File: src/usm_pkg.sv
// ----------------------------------------------------------------------------
// usm_pkg: shared definitions for the UV sphere mesh generator
// Widths, limits, the CORDIC arctangent table, sideband structs and the
// restoring-division step used by the quotient pipeline.
// ----------------------------------------------------------------------------
package usm_pkg;

	// limits applied to the count registers
	localparam int MAX_SECTORS     = 256;
	localparam int MAX_STACKS      = 256;
	localparam int MIN_SECTORS     = 3;
	localparam int MIN_STACKS      = 2;
	localparam int SECTORS_RST     = 36;
	localparam int STACKS_RST      = 18;
	localparam int COORD_FRAC_BITS = 15;

	// field widths
	localparam int CNT_W = 9;
	localparam int IDX_W = 9;
	localparam int VID_W = 17;
	localparam int TEX_W = 17;
	localparam int POS_W = 16;
	localparam int PH_W  = 32;

	// quotient pipeline: integer bit plus 33 fraction bits
	localparam int DIV_STEPS     = 34;
	localparam int DIV_PER_STAGE = 2;
	localparam int Q_W           = DIV_STEPS;

	// cordic datapath in Q30
	localparam int CORDIC_STEPS = 30;
	localparam int CORDIC_FRAC  = 30;
	localparam int CS_W         = 32;
	localparam int Z_W          = 33;
	localparam logic signed [CS_W-1:0] CORDIC_START = 32'sd652032874;

	localparam logic signed [Z_W-1:0] ATAN_TAB [CORDIC_STEPS] = '{
		33'sd536870912, 33'sd316933406, 33'sd167458907, 33'sd85004756,
		33'sd42667331, 33'sd21354465, 33'sd10679838, 33'sd5340245,
		33'sd2670163, 33'sd1335087, 33'sd667544, 33'sd333772,
		33'sd166886, 33'sd83443, 33'sd41722, 33'sd20861,
		33'sd10430, 33'sd5215, 33'sd2608, 33'sd1304,
		33'sd652, 33'sd326, 33'sd163, 33'sd81,
		33'sd41, 33'sd20, 33'sd10, 33'sd5,
		33'sd3, 33'sd1
	};

	// configuration register indexes
	localparam logic REG_SECTORS = 1'b0;
	localparam logic REG_STACKS  = 1'b1;

	// record kinds
	localparam logic KIND_VERTEX   = 1'b0;
	localparam logic KIND_TRIANGLE = 1'b1;

	// triangle indices and which triangles the grid cell has
	typedef struct packed {
		logic [VID_W-1:0] k1;
		logic [VID_W-1:0] k2;
		logic             has_a;
		logic             has_b;
	} tri_t;

	// everything that rides alongside the trig datapath
	typedef struct packed {
		tri_t             faces;
		logic [TEX_W-1:0] tex_s;
		logic [TEX_W-1:0] tex_t;
	} side_t;

	// one restoring-division step result
	typedef struct packed {
		logic             q;
		logic [CNT_W-1:0] r;
	} dstep_t;

	// one quotient bit: optionally doubles the partial remainder first
	function automatic dstep_t div_step(input logic [CNT_W-1:0] r,
		input logic [CNT_W-1:0] d, input logic dbl);
		logic [CNT_W:0] t;
		dstep_t         o;
		t = dbl ? {r, 1'b0} : {1'b0, r};
		if (t >= {1'b0, d}) begin
			o.q = 1'b1;
			o.r = CNT_W'(t - {1'b0, d});
		end else begin
			o.q = 1'b0;
			o.r = t[CNT_W-1:0];
		end
		return o;
	endfunction

endpackage

File: src/usm_emit.sv
// ----------------------------------------------------------------------------
// usm_emit: record sequencer at the output
// Turns one finished grid point into a vertex record and up to two triangle
// records, holding the pipeline while the extra records go out.
// ----------------------------------------------------------------------------
module usm_emit (
	input  logic                              clk,
	input  logic                              arst_n,
	input  logic                              head_vld,
	input  logic signed [usm_pkg::POS_W-1:0]  head_x,
	input  logic signed [usm_pkg::POS_W-1:0]  head_y,
	input  logic signed [usm_pkg::POS_W-1:0]  head_z,
	input  usm_pkg::side_t                    head_side,
	output logic                              adv,
	output logic                              rec_valid,
	input  logic                              rec_stall,
	output logic                              item_kind,
	output logic signed [usm_pkg::POS_W-1:0]  pos_x,
	output logic signed [usm_pkg::POS_W-1:0]  pos_y,
	output logic signed [usm_pkg::POS_W-1:0]  pos_z,
	output logic [usm_pkg::TEX_W-1:0]         tex_s,
	output logic [usm_pkg::TEX_W-1:0]         tex_t,
	output logic [usm_pkg::VID_W-1:0]         corner_a,
	output logic [usm_pkg::VID_W-1:0]         corner_b,
	output logic [usm_pkg::VID_W-1:0]         corner_c,
	output logic                              last
);

	typedef enum logic [1:0] {
		ST_VTX,
		ST_TRI_A,
		ST_TRI_B
	} step_t;

	step_t                     step_q;
	usm_pkg::tri_t             faces_q;
	logic                      slot_free;
	logic                      more;
	logic [usm_pkg::VID_W-1:0] k1_inc;
	logic [usm_pkg::VID_W-1:0] k2_inc;

	// output slot frees when empty or its beat is taken
	assign slot_free = !rec_valid || !rec_stall;
	assign more      = rec_valid && !last;
	assign adv       = slot_free && !more;

	assign k1_inc = faces_q.k1 + 1'b1;
	assign k2_inc = faces_q.k2 + 1'b1;

	// record sequencing and output registers
	always_ff @(posedge clk or negedge arst_n) begin
		if (!arst_n) begin
			rec_valid <= 1'b0;
			step_q    <= ST_VTX;
		end else if (slot_free) begin
			if (more) begin
				item_kind <= usm_pkg::KIND_TRIANGLE;
				pos_x     <= '0;
				pos_y     <= '0;
				pos_z     <= '0;
				tex_s     <= '0;
				tex_t     <= '0;
				unique case (step_q)
					ST_VTX: begin
						if (faces_q.has_a) begin
							step_q   <= ST_TRI_A;
							corner_a <= faces_q.k1;
							corner_b <= faces_q.k2;
							corner_c <= k1_inc;
							last     <= !faces_q.has_b;
						end else begin
							step_q   <= ST_TRI_B;
							corner_a <= k1_inc;
							corner_b <= faces_q.k2;
							corner_c <= k2_inc;
							last     <= 1'b1;
						end
					end
					default: begin
						step_q   <= ST_TRI_B;
						corner_a <= k1_inc;
						corner_b <= faces_q.k2;
						corner_c <= k2_inc;
						last     <= 1'b1;
					end
				endcase
			end else if (head_vld) begin
				rec_valid <= 1'b1;
				step_q    <= ST_VTX;
				faces_q   <= head_side.faces;
				item_kind <= usm_pkg::KIND_VERTEX;
				pos_x     <= head_x;
				pos_y     <= head_y;
				pos_z     <= head_z;
				tex_s     <= head_side.tex_s;
				tex_t     <= head_side.tex_t;
				corner_a  <= '0;
				corner_b  <= '0;
				corner_c  <= '0;
				last      <= !head_side.faces.has_a && !head_side.faces.has_b;
			end else begin
				rec_valid <= 1'b0;
			end
		end
	end

endmodule

File: config.mk
export PLATFORM = sky130hd
export DESIGN_NAME = usm_emit
export DESIGN_NICKNAME = d
export VERILOG_FILES = /design/src/usm_pkg.sv /design/src/usm_emit.sv
export SDC_FILE = /design/constraint.sdc
export NUM_CORES = 1
export LEC_CHECK = 0
export BUFFER_PORTS_ARGS = -buffer_cell sky130_fd_sc_hd__buf_4
export CORE_MARGIN = 3
export CORE_UTILIZATION = 55
export CTS_BUF_LIST = sky130_fd_sc_hd__clkbuf_8
export CTS_CLUSTER_SIZE = 12
export DETAILED_ROUTE_END_ITERATION = 8
export PLACE_DENSITY = 0.88
export SYNTH_ARGS = -nofsm -noshare
export SYNTH_HDL_FRONTEND = slang
export SYNTH_SLANG_ARGS = --single-unit
export TNS_END_PERCENT = 1
File: constraint.sdc
create_clock -name clk -period 9.6 [get_ports clk]
set_input_delay 0.96 -clock clk [delete_from_list [all_inputs] [get_ports clk]]
set_output_delay 0.96 -clock clk [all_outputs]
set_load 0.01 [all_outputs]
==> impl_metrics.json <==
{
  "outcome": "finished, final reports clean",
  "wl_mm": 17.4,
  "initial_utilization_pct": 57.3,
  "yosys.area.top_type_share_pct": 73.1,
  "p_per_area_nw_per_um2": 164,
  "drv_cap": 0,
  "ys_seq_elements": 174,
  "ctsResizeCount": 0,
  "syn-mean-instance-area_um2": 14.7,
  "grt_max_degree": 106,
  "cp.required_ns": 9.65,
  "slew_viol_final": 0,
  "synth_top_area_cell": "edfxtp_1",
  "die_area_um2": 14200,
  "yosysWarnings": 0,
  "globalplace.congestion": 0.863,
  "synth_nets": 601,
  "cts.clk_slew.worst_paths_ns": 0.08,
  "fp.dieW_um": 119,
  "startpoint_type": "flip-flop",
  "grt-ovfl-total": 0,
  "wl_per_cell_um": 19.0,
  "n_antenna_cell": 0,
  "skew_ns": 0.00821,
  "vdd_drop_max_v": 0.000101,
  "ff2ff_setup_slack_ns": 5.29,
  "max_slew.worst_pin.slew_ns": 1.14,
  "drt-pass1-iter-count": 5,
  "async_flop_share_pct": 1.72,
  "criticalPathCategory": "reg -> reg",
  "ys_types": 35,
  "cts_setup_buffers": 0,
  "synthCells": 477,
  "first_iter_violations": 436,
  "root_buffer": "clkbuf_8",
  "ctsHoldBuffers": 0,
  "slew-limit-headroom_pct": 24.2,
  "period_needed_ns": 4.31,
  "ios": 259,
  "syn2layout_area_growth_pct": 34.9,
  "h-tree-depth": 4,
  "coreArea_um2": 12300,
  "grt_pass1_vias": 4765,
  "die_h_um": 119,
  "drive_gt1_share_pct": 39.7,
  "cts_tree": "done",
  "synth.yosys.seq_area_share_pct": 74.1,
  "fill_cells": 729,
  "final_nets": 861,
  "hold_violations": 0,
  "synth_edf_count": 171,
  "clock_latency_ns": 0.44,
  "clock_path_buffers": 2,
  "via_per_inst": 5.28,
  "synth_area_leaders": "edfxtp_1 (73%), nor2b_1 (7.3%), xnor2_1 (3.2%), xor2_1 (2.1%), nor2_1 (1.9%)",
  "cp.arrival_ns": 4.36,
  "netlist_area_um2": 7030,
  "worst-path-max-fanout": 105,
  "tns_ns": 0,
  "portBuffers": 258,
  "end_kind": "flip-flop",
  "grt_antenna_before_repair": 0,
  "synthTopCellsByCount": "edfxtp_1 (171), nor2b_1 (82), nor2_1 (35)",
  "setup_viol": 0,
  "rows": 40,
  "vias": 4846,
  "fmax_mhz": 232,
  "drtAntennaViolNets": 0,
  "ys.flop_type": "edfxtp_1",
  "rsz0062_at_grt": "false",
  "drc_errors": 0,
  "power_leakage_uw": 0.00366,
  "yosysMostFrequentCell": "edfxtp_1",
  "hold_class": "in -> async",
  "grt.total_usage_pct": 24.5,
  "fin_crit_sh_pct": 44.9,
  "numCtsBuffers": 17,
  "dp_hpwl_mm": 12.8,
  "cts.sinks": 174,
  "grt_pass1_wl_mm": 26.3,
  "finalPower_uw": 1550
}
## path summary, 6_finish.rpt
check,startpoint,to,cells after the start
max,last,corner_a[7],8
min,arst_n,step_q[0],1
max reg2reg,last,corner_a[7],8
min reg2reg,faces_q[0],last,1
max in group asynchronous,arst_n,step_q[1],1
min in group clk,faces_q[0],last,1
## metal layers
metal  share of wire, %  vias to the layer above  global-route usage (%)
met5                  0                        -                       0
met4                2.9                        0                    8.91
met3                8.8                       33                    6.93
met2                 52                      290                    41.5
met1                 37                     2301                    30.0
li1                   -                     2222                       -
## worst max-delay path, stage by stage, from the launching register on
cell	delay, ns
edfxtp_1	0.42
inv_1	0.09
nand2_1	0.53
clkinv_2	0.14
buf_4	0.79
nor2_1	0.15
a21oi_1	0.22
and2_4	0.53
buf_4	0.94
## area by class of cell
class                   count  area, µm²  area share (%)
flip-flops and latches    174       5210            54.9
repair buffers            260       1950            20.6
multi-input cells         280       1730            18.3
clock inverters            15        125            1.32
inverters                   4       16.3           0.172
clock buffers              17        234            2.47
well taps                 168        210            2.22
## where the power goes
group          internal [µW]  switching (µW)
combinational           92.7            96.2
sequential               885            17.9
clock                    204             255
total                   1180             369
## layout by cell type, fill, tap and decap left out, types with 3 or more instances in the layout
cell type	count
nand3_1	10
dfrtp_1	3
clkinvlp_4	3
and3_1	4
xnor2_1	26
xor2_1	17
a21oi_1	6
clkinv_4	4
edfxtp_1	171
nor3_1	8
nor2_1	35
o21ai_0	4
inv_1	5
buf_4	260
nand2_1	27
and2_1	19
clkbuf_8	17
nand4_1	7
o22ai_1	9
a211oi_1	6
nor2b_1	82
## state kept, by name (all words and copies together), names as in the netlist, 2 cells and up
signal and cells:
step_q 2, pos_z 16, pos_y 16, corner_b 17
corner_a 17, corner_c 17, tex_s 17, tex_t 17
faces_q 36, pos_x 16
## kinds of logic (layout without fill, tap and decap cells)
family | after synthesis | count (layout) | share of synthesized area, %
flip-flops | 174 | 174 | 74.1
buffers and inverters | 23 | 296 | 1.26
XOR/XNOR | 43 | 43 | 5.36
adder cells (fa/ha/maj) | 2 | 2 | 0.356
AND/OR/NAND/NOR | 206 | 206 | 16.3
AO/OA/AOI/OAI | 29 | 29 | 2.65
## through the flow
stage	cells	instance area, µm²	worst slack [ns]	hold slack [ns]	util, %
6_report	918	9480	5.29	0.305	77.3
3_5_place_dp	886	9120	5.31	0.553	74.4
4_1_cts	918	9480	5.28	0.275	77.3
2_1_floorplan	477	7030	4.66	0.496	-
5_1_grt	918	9480	4.94	0.273	77.3
3_3_place_gp	886	9120	5.52	0.515	74.4
No activity file was read; power rests on OpenSTA's default activity.
