## src/usm_pkg.sv

```systemverilog
// ----------------------------------------------------------------------------
// usm_pkg: shared definitions for the UV sphere mesh generator
// Widths, limits, the CORDIC arctangent table, sideband structs and the
// restoring-division step used by the quotient pipeline.
// ----------------------------------------------------------------------------
package usm_pkg;

	// limits applied to the count registers
	localparam int MAX_SECTORS     = 256;
	localparam int MAX_STACKS      = 256;
	localparam int MIN_SECTORS     = 3;
	localparam int MIN_STACKS      = 2;
	localparam int SECTORS_RST     = 36;
	localparam int STACKS_RST      = 18;
	localparam int COORD_FRAC_BITS = 15;

	// field widths
	localparam int CNT_W = 9;
	localparam int IDX_W = 9;
	localparam int VID_W = 17;
	localparam int TEX_W = 17;
	localparam int POS_W = 16;
	localparam int PH_W  = 32;

	// quotient pipeline: integer bit plus 33 fraction bits
	localparam int DIV_STEPS     = 34;
	localparam int DIV_PER_STAGE = 2;
	localparam int Q_W           = DIV_STEPS;

	// cordic datapath in Q30
	localparam int CORDIC_STEPS = 30;
	localparam int CORDIC_FRAC  = 30;
	localparam int CS_W         = 32;
	localparam int Z_W          = 33;
	localparam logic signed [CS_W-1:0] CORDIC_START = 32'sd652032874;

	localparam logic signed [Z_W-1:0] ATAN_TAB [CORDIC_STEPS] = '{
		33'sd536870912, 33'sd316933406, 33'sd167458907, 33'sd85004756,
		33'sd42667331, 33'sd21354465, 33'sd10679838, 33'sd5340245,
		33'sd2670163, 33'sd1335087, 33'sd667544, 33'sd333772,
		33'sd166886, 33'sd83443, 33'sd41722, 33'sd20861,
		33'sd10430, 33'sd5215, 33'sd2608, 33'sd1304,
		33'sd652, 33'sd326, 33'sd163, 33'sd81,
		33'sd41, 33'sd20, 33'sd10, 33'sd5,
		33'sd3, 33'sd1
	};

	// configuration register indexes
	localparam logic REG_SECTORS = 1'b0;
	localparam logic REG_STACKS  = 1'b1;

	// record kinds
	localparam logic KIND_VERTEX   = 1'b0;
	localparam logic KIND_TRIANGLE = 1'b1;

	// triangle indices and which triangles the grid cell has
	typedef struct packed {
		logic [VID_W-1:0] k1;
		logic [VID_W-1:0] k2;
		logic             has_a;
		logic             has_b;
	} tri_t;

	// everything that rides alongside the trig datapath
	typedef struct packed {
		tri_t             faces;
		logic [TEX_W-1:0] tex_s;
		logic [TEX_W-1:0] tex_t;
	} side_t;

	// one restoring-division step result
	typedef struct packed {
		logic             q;
		logic [CNT_W-1:0] r;
	} dstep_t;

	// one quotient bit: optionally doubles the partial remainder first
	function automatic dstep_t div_step(input logic [CNT_W-1:0] r,
		input logic [CNT_W-1:0] d, input logic dbl);
		logic [CNT_W:0] t;
		dstep_t         o;
		t = dbl ? {r, 1'b0} : {1'b0, r};
		if (t >= {1'b0, d}) begin
			o.q = 1'b1;
			o.r = CNT_W'(t - {1'b0, d});
		end else begin
			o.q = 1'b0;
			o.r = t[CNT_W-1:0];
		end
		return o;
	endfunction

endpackage

```

## src/usm_div.sv

```systemverilog
// ----------------------------------------------------------------------------
// usm_div: pipelined fractional divider
// Forms floor(i * 2^33 / stk) and floor(j * 2^33 / sec) side by side, a few
// restoring steps per stage, with the triangle sideband travelling along.
// ----------------------------------------------------------------------------
module usm_div (
	input  logic                          clk,
	input  logic                          arst_n,
	input  logic                          en,
	input  logic                          head_vld,
	input  logic [usm_pkg::IDX_W-1:0]     head_i,
	input  logic [usm_pkg::IDX_W-1:0]     head_j,
	input  usm_pkg::tri_t                 head_faces,
	input  logic [usm_pkg::CNT_W-1:0]     sec,
	input  logic [usm_pkg::CNT_W-1:0]     stk,
	output logic                          tail_vld,
	output logic [usm_pkg::Q_W-1:0]       tail_qi,
	output logic [usm_pkg::Q_W-1:0]       tail_qj,
	output usm_pkg::tri_t                 tail_faces
);

	localparam int NST = (usm_pkg::DIV_STEPS + usm_pkg::DIV_PER_STAGE - 1)
		/ usm_pkg::DIV_PER_STAGE;

	logic                        vld_s   [NST];
	logic [usm_pkg::CNT_W-1:0]   ri_s    [NST];
	logic [usm_pkg::CNT_W-1:0]   rj_s    [NST];
	logic [usm_pkg::Q_W-1:0]     qi_s    [NST];
	logic [usm_pkg::Q_W-1:0]     qj_s    [NST];
	usm_pkg::tri_t               faces_s [NST];

	for (genvar s = 0; s < NST; s++) begin : g_st
		logic                      v_a;
		logic [usm_pkg::CNT_W-1:0] ri_a, rj_a, ri_n, rj_n;
		logic [usm_pkg::Q_W-1:0]   qi_a, qj_a, qi_n, qj_n;
		usm_pkg::tri_t             f_a;

		// stage source: the input port or the previous stage
		if (s == 0) begin : g_src
			assign v_a  = head_vld;
			assign ri_a = usm_pkg::CNT_W'(head_i);
			assign rj_a = usm_pkg::CNT_W'(head_j);
			assign qi_a = '0;
			assign qj_a = '0;
			assign f_a  = head_faces;
		end else begin : g_src
			assign v_a  = vld_s[s-1];
			assign ri_a = ri_s[s-1];
			assign rj_a = rj_s[s-1];
			assign qi_a = qi_s[s-1];
			assign qj_a = qj_s[s-1];
			assign f_a  = faces_s[s-1];
		end

		// quotient bits of this stage, first step has no doubling
		always_comb begin : c_step
			usm_pkg::dstep_t di, dj;
			ri_n = ri_a;
			rj_n = rj_a;
			qi_n = qi_a;
			qj_n = qj_a;
			for (int m = 0; m < usm_pkg::DIV_PER_STAGE; m++) begin
				if (s * usm_pkg::DIV_PER_STAGE + m < usm_pkg::DIV_STEPS) begin
					di = usm_pkg::div_step(ri_n, stk, (s * usm_pkg::DIV_PER_STAGE + m) != 0);
					dj = usm_pkg::div_step(rj_n, sec, (s * usm_pkg::DIV_PER_STAGE + m) != 0);
					ri_n = di.r;
					rj_n = dj.r;
					qi_n = {qi_n[usm_pkg::Q_W-2:0], di.q};
					qj_n = {qj_n[usm_pkg::Q_W-2:0], dj.q};
				end
			end
		end

		// valid bit
		always_ff @(posedge clk or negedge arst_n) begin
			if (!arst_n) begin
				vld_s[s] <= 1'b0;
			end else if (en) begin
				vld_s[s] <= v_a;
			end
		end

		// payload
		always_ff @(posedge clk) begin
			if (en) begin
				ri_s[s]    <= ri_n;
				rj_s[s]    <= rj_n;
				qi_s[s]    <= qi_n;
				qj_s[s]    <= qj_n;
				faces_s[s] <= f_a;
			end
		end
	end

	assign tail_vld   = vld_s[NST-1];
	assign tail_qi    = qi_s[NST-1];
	assign tail_qj    = qj_s[NST-1];
	assign tail_faces = faces_s[NST-1];

endmodule

```

## config.mk

```make
export PLATFORM = sky130hd
export DESIGN_NAME = usm_div
export DESIGN_NICKNAME = d
export VERILOG_FILES = /design/src/usm_pkg.sv /design/src/usm_div.sv
export SDC_FILE = /design/constraint.sdc
export NUM_CORES = 2
export LEC_CHECK = 0
export ABC_AREA = 1
export BUFFER_PORTS_ARGS = -buffer_cell sky130_fd_sc_hd__buf_2
export CORE_MARGIN = 5
export CORE_UTILIZATION = 50
export DETAILED_ROUTE_END_ITERATION = 16
export MAX_ROUTING_LAYER = met4
export PLACE_DENSITY = 0.66
export RECOVER_POWER = 25
export SLEW_MARGIN = 20
export SYNTH_ARGS = -nofsm -noshare
export SYNTH_HDL_FRONTEND = slang
export SYNTH_SLANG_ARGS = --single-unit
```

## constraint.sdc

```tcl
create_clock -name clk -period 9.31 [get_ports clk]
set_clock_uncertainty 0.1 [all_clocks]
set_input_delay 0.931 -clock clk [delete_from_list [all_inputs] [get_ports clk]]
set_output_delay 0.931 -clock clk [all_outputs]
set_load 0.05 [all_outputs]
```

==> results.toml <==
[global_route]
grt_usage = 0.1954
grt_pass1_wl_um = 272400
gr-total-overflow = 0
grt_max_degree = 181
antenna_found_initial = 0
first_global_vias = 54460

[critical_path]
cpPeakStageDelay_ns = 0.71
worstSetupEndpointType = "flop"
crit_family = "simple AND/OR/NAND/NOR gates"
start_kind = "input port"
crit_top_cell = "nand2_1"
crit_buf_inv = 4
r2r_setup_slack_ns = 5.35
arrival_ns = 5.26
worst_r2r_endpoint = "ri_s[0][22]$_DFFE_PP_"
cp_slowest_cell = "inv_2"
worstReg2RegStart = "ri_s[0][11]$_DFFE_PP_"
crit_fanout = 26
setup.worst_path.class = "in -> reg"
rr_worst_depth = 19
worstPathCellList = "buf_2 > inv_2 > buf_4 > ha_1 > ha_1 > nand3_1 > nor2_1 > nor2_4 > nand2_4 > nand2_1 > nand2_1 > ha_1 > nand2_1 > inv_1 > nand2_1 > nand2_1 > nand2_1 > nand2_1 > a21oi_1 > nand3_2 > nand2_1 > nand2_1"
required_ns = 9.76

[synth]
synth_edf_count = 1512
ys_types = 46
yosysMostFrequentCell = "nand2_1"
ys_warn_count = 0
synthCells = 8162
yosys.area.top_type = "edfxtp_1"
ys_async_sr_fraction = 0.01112
syn_nets = 8852
netlist.area_leader.share = 0.5514
avgSynthCellArea_um2 = 10.09
syn_area_um2 = 82340
yosysSeqAreaShare = 0.5566
synth-seq-cells = 1529
synthFlopType = "edfxtp_1"
ys_top_cells_by_area = "edfxtp_1, nand2_1, ha_1"
synth_commonest_cells = "nand2_1, edfxtp_1, inv_1, nand3_1, ha_1"

[timing]
rsz0062_at_grt = "false"
period_share = 0.5169
hold_viol_final = 0
clock.fmax_ghz = 0.2078
layout_setup_ws_ns = 4.498
slew_viol_final = 0
period_needed_ns = 4.812
setup-violations-final = 0
tightest_slew_ns = 1.029
setup-tns-final_ns = 0
slew_headroom = 0.3138

[clock_network]
cts_inserted_buffers = 164
root_buffer = "clkbuf_16"
tritoncts = "done"
cts.repair.resized = 0
htree_levels = 4
cts_sinks = 1529
clockBufferDepth = 3
clk_latency_ns = 0.82
path_clk_slew_ns = 0.06

[drt]
drt_iter0_markers = 3697
drc = 0
drtAntennaViolNets = 0
avgRoutedWirePerCell_um = 15.37
wirelength_um = 166000
vias = 56000
first_pass_iters = 5
routed_via_density = 5.185

[power]
p_per_area_nw_per_um2 = 394.5
power.leakage_uw = 0.04119
peakVddDrop_v = 0.0002514

[die]
core_area_um2 = 164400
ios = 181
dieHeight_um = 415.8
rows = 149
initial_core_util = 0.5007
dieArea_um2 = 172900
die_w_um = 415.8

[run_status]
status = "completed"

[placed_design]
numPortBuffers = 180
dp_hpwl_um = 110900
pre_cts_ws_ns = 3.693
gp_congestion = 0.9111
place_area_um2 = 85870

[min_path]
holdPathStages = 1
min-delay-path-class = "in -> reg"
hold_end = "faces_s[0][7]$_DFFE_PP_"
min-delay-start = "head_faces[7]"

[job]
drv_cap = 0

[final_layout]
nets = 9163
num-fill-cells = 14200
design_area_um2 = 91370
antenna_cells = 0
syn_to_final_growth_pct = 10.97
drive_gt1_frac = 0.08431
flip-flops by register name, indices dropped and copies added (netlist names):
| signal | cells |
|---|---|
| faces_s | 612 |
| qi_s | 306 |
| qj_s | 306 |
| ri_s | 144 |
| rj_s | 144 |
| g_st.v_a | 16 |
| tail_vld | 1 |
area by class of cell:
cell class,instances,area [um2],share of cell area
Clock buffer,200,4280,0.04685
Clock inverter,104,1214,0.01328
Inverter,932,3503,0.03834
Multi-Input combinational cell,5621,32490,0.3556
Sequential cell,1529,45830,0.5016
Tap cell,2189,2739,0.02998
Timing Repair Buffer,225,1315,0.01439
layer usage:
layer | vias to the layer above | GRT usage | wire (um)
met4 | 0 | 0.06912 | 4988
met2 | 1264 | 0.3179 | 79010
li1 | 28440 | - | -
met5 | - | - | 0
met3 | 323 | 0.02683 | 7426
met1 | 25970 | 0.2529 | 74550
placed cells by master, fill, tap and decap left out, types with 23 or more instances in the layout:
cell,count
nor2_1,379
or2_2,32
inv_1,925
a21o_1,67
buf_4,39
nand3_1,800
nor3_1,23
clkbuf_1,36
nand2_4,31
a21oi_1,309
nor2_2,24
buf_2,176
nor2_4,39
fa_1,36
nand4_1,125
nand2_2,57
clkbuf_16,165
o21ai_0,104
o21bai_1,43
xnor2_1,74
ha_1,578
nand3_2,33
clkinv_1,30
xor2_1,254
a31oi_1,36
edfxtp_1,1512
nand3b_1,46
nand2_1,2459
stage by stage:
stage / std cells / power, uW / util / hold slack (ns)
3_5_place_dp: 10500 / 29490 / 0.5222 / 0.3045
4_1_cts: 10800 / 36210 / 0.5557 / 0.09427
3_3_place_gp: 10500 / 29120 / 0.5222 / 0.3003
5_1_grt: 10800 / 39390 / 0.5557 / 0.1224
2_1_floorplan: 8162 / 25350 / - / 0.3003
6_report: 10800 / 36050 / 0.5557 / 0.1903
report_power, final:
group,switching (uW),leakage (uW),internal [uW],total [uW]
Clock,2710,0.00262,3770,6480
Sequential,659,0.0150,9800,10500
Combinational,12200,0.0236,6870,19100
kinds of logic (layout without fill, tap and decap cells):
kind of cell | after synthesis | count (layout) | share of synthesized area
muxes | 1 | 1 | 0.0001368
xor gates and xnor gates | 328 | 328 | 0.03489
DFF | 1529 | 1529 | 0.5566
AOI/OAI and AO/OA | 591 | 591 | 0.04062
and+or+nand+nor | 4087 | 4087 | 0.2223
adders and majority gates | 614 | 614 | 0.09659
buffers and inverters | 1012 | 1461 | 0.04884
worst reg2reg max path: stages (launching register included):
cell and delay [ns]:
edfxtp_1 0.43, ha_1 0.44, nand2_1 0.13, nor2_1 0.10, nand2_1 0.08, nand3_1 0.10
nand2_1 0.09, nand2_1 0.34, inv_1 0.20, nand2_1 0.09, nand2_1 0.07, ha_1 0.34
a21oi_1 0.17, nand2_1 0.13, nand2_1 0.09, nand2_1 0.10, a21oi_1 0.25, nand3_2 0.26
nand2_1 0.12, nand2_1 0.06
timing repair:
item,4_1_cts,5_1_grt
hold buffers,1,0
buffers inserted,0,0
hold endpoints to repair,17,0
worst max path at each step:
stage | cells after the start | slack (ns) | start | to
2_1_floorplan | 21 | 3.84 | stk[0] | ri_s[0][42]$_DFFE_PP_
3_3_place_gp | 19 | 3.76 | sec[6] | rj_s[0][7]$_DFFE_PP_
3_5_place_dp | 22 | 3.69 | sec[1] | rj_s[0][77]$_DFFE_PP_
4_1_cts | 18 | 4.59 | sec[6] | rj_s[0][7]$_DFFE_PP_
5_1_grt | 19 | 4.15 | sec[6] | rj_s[0][5]$_DFFE_PP_
6_report | 22 | 4.50 | sec[1] | rj_s[0][73]$_DFFE_PP_
(Power assumes the default switching activity.)
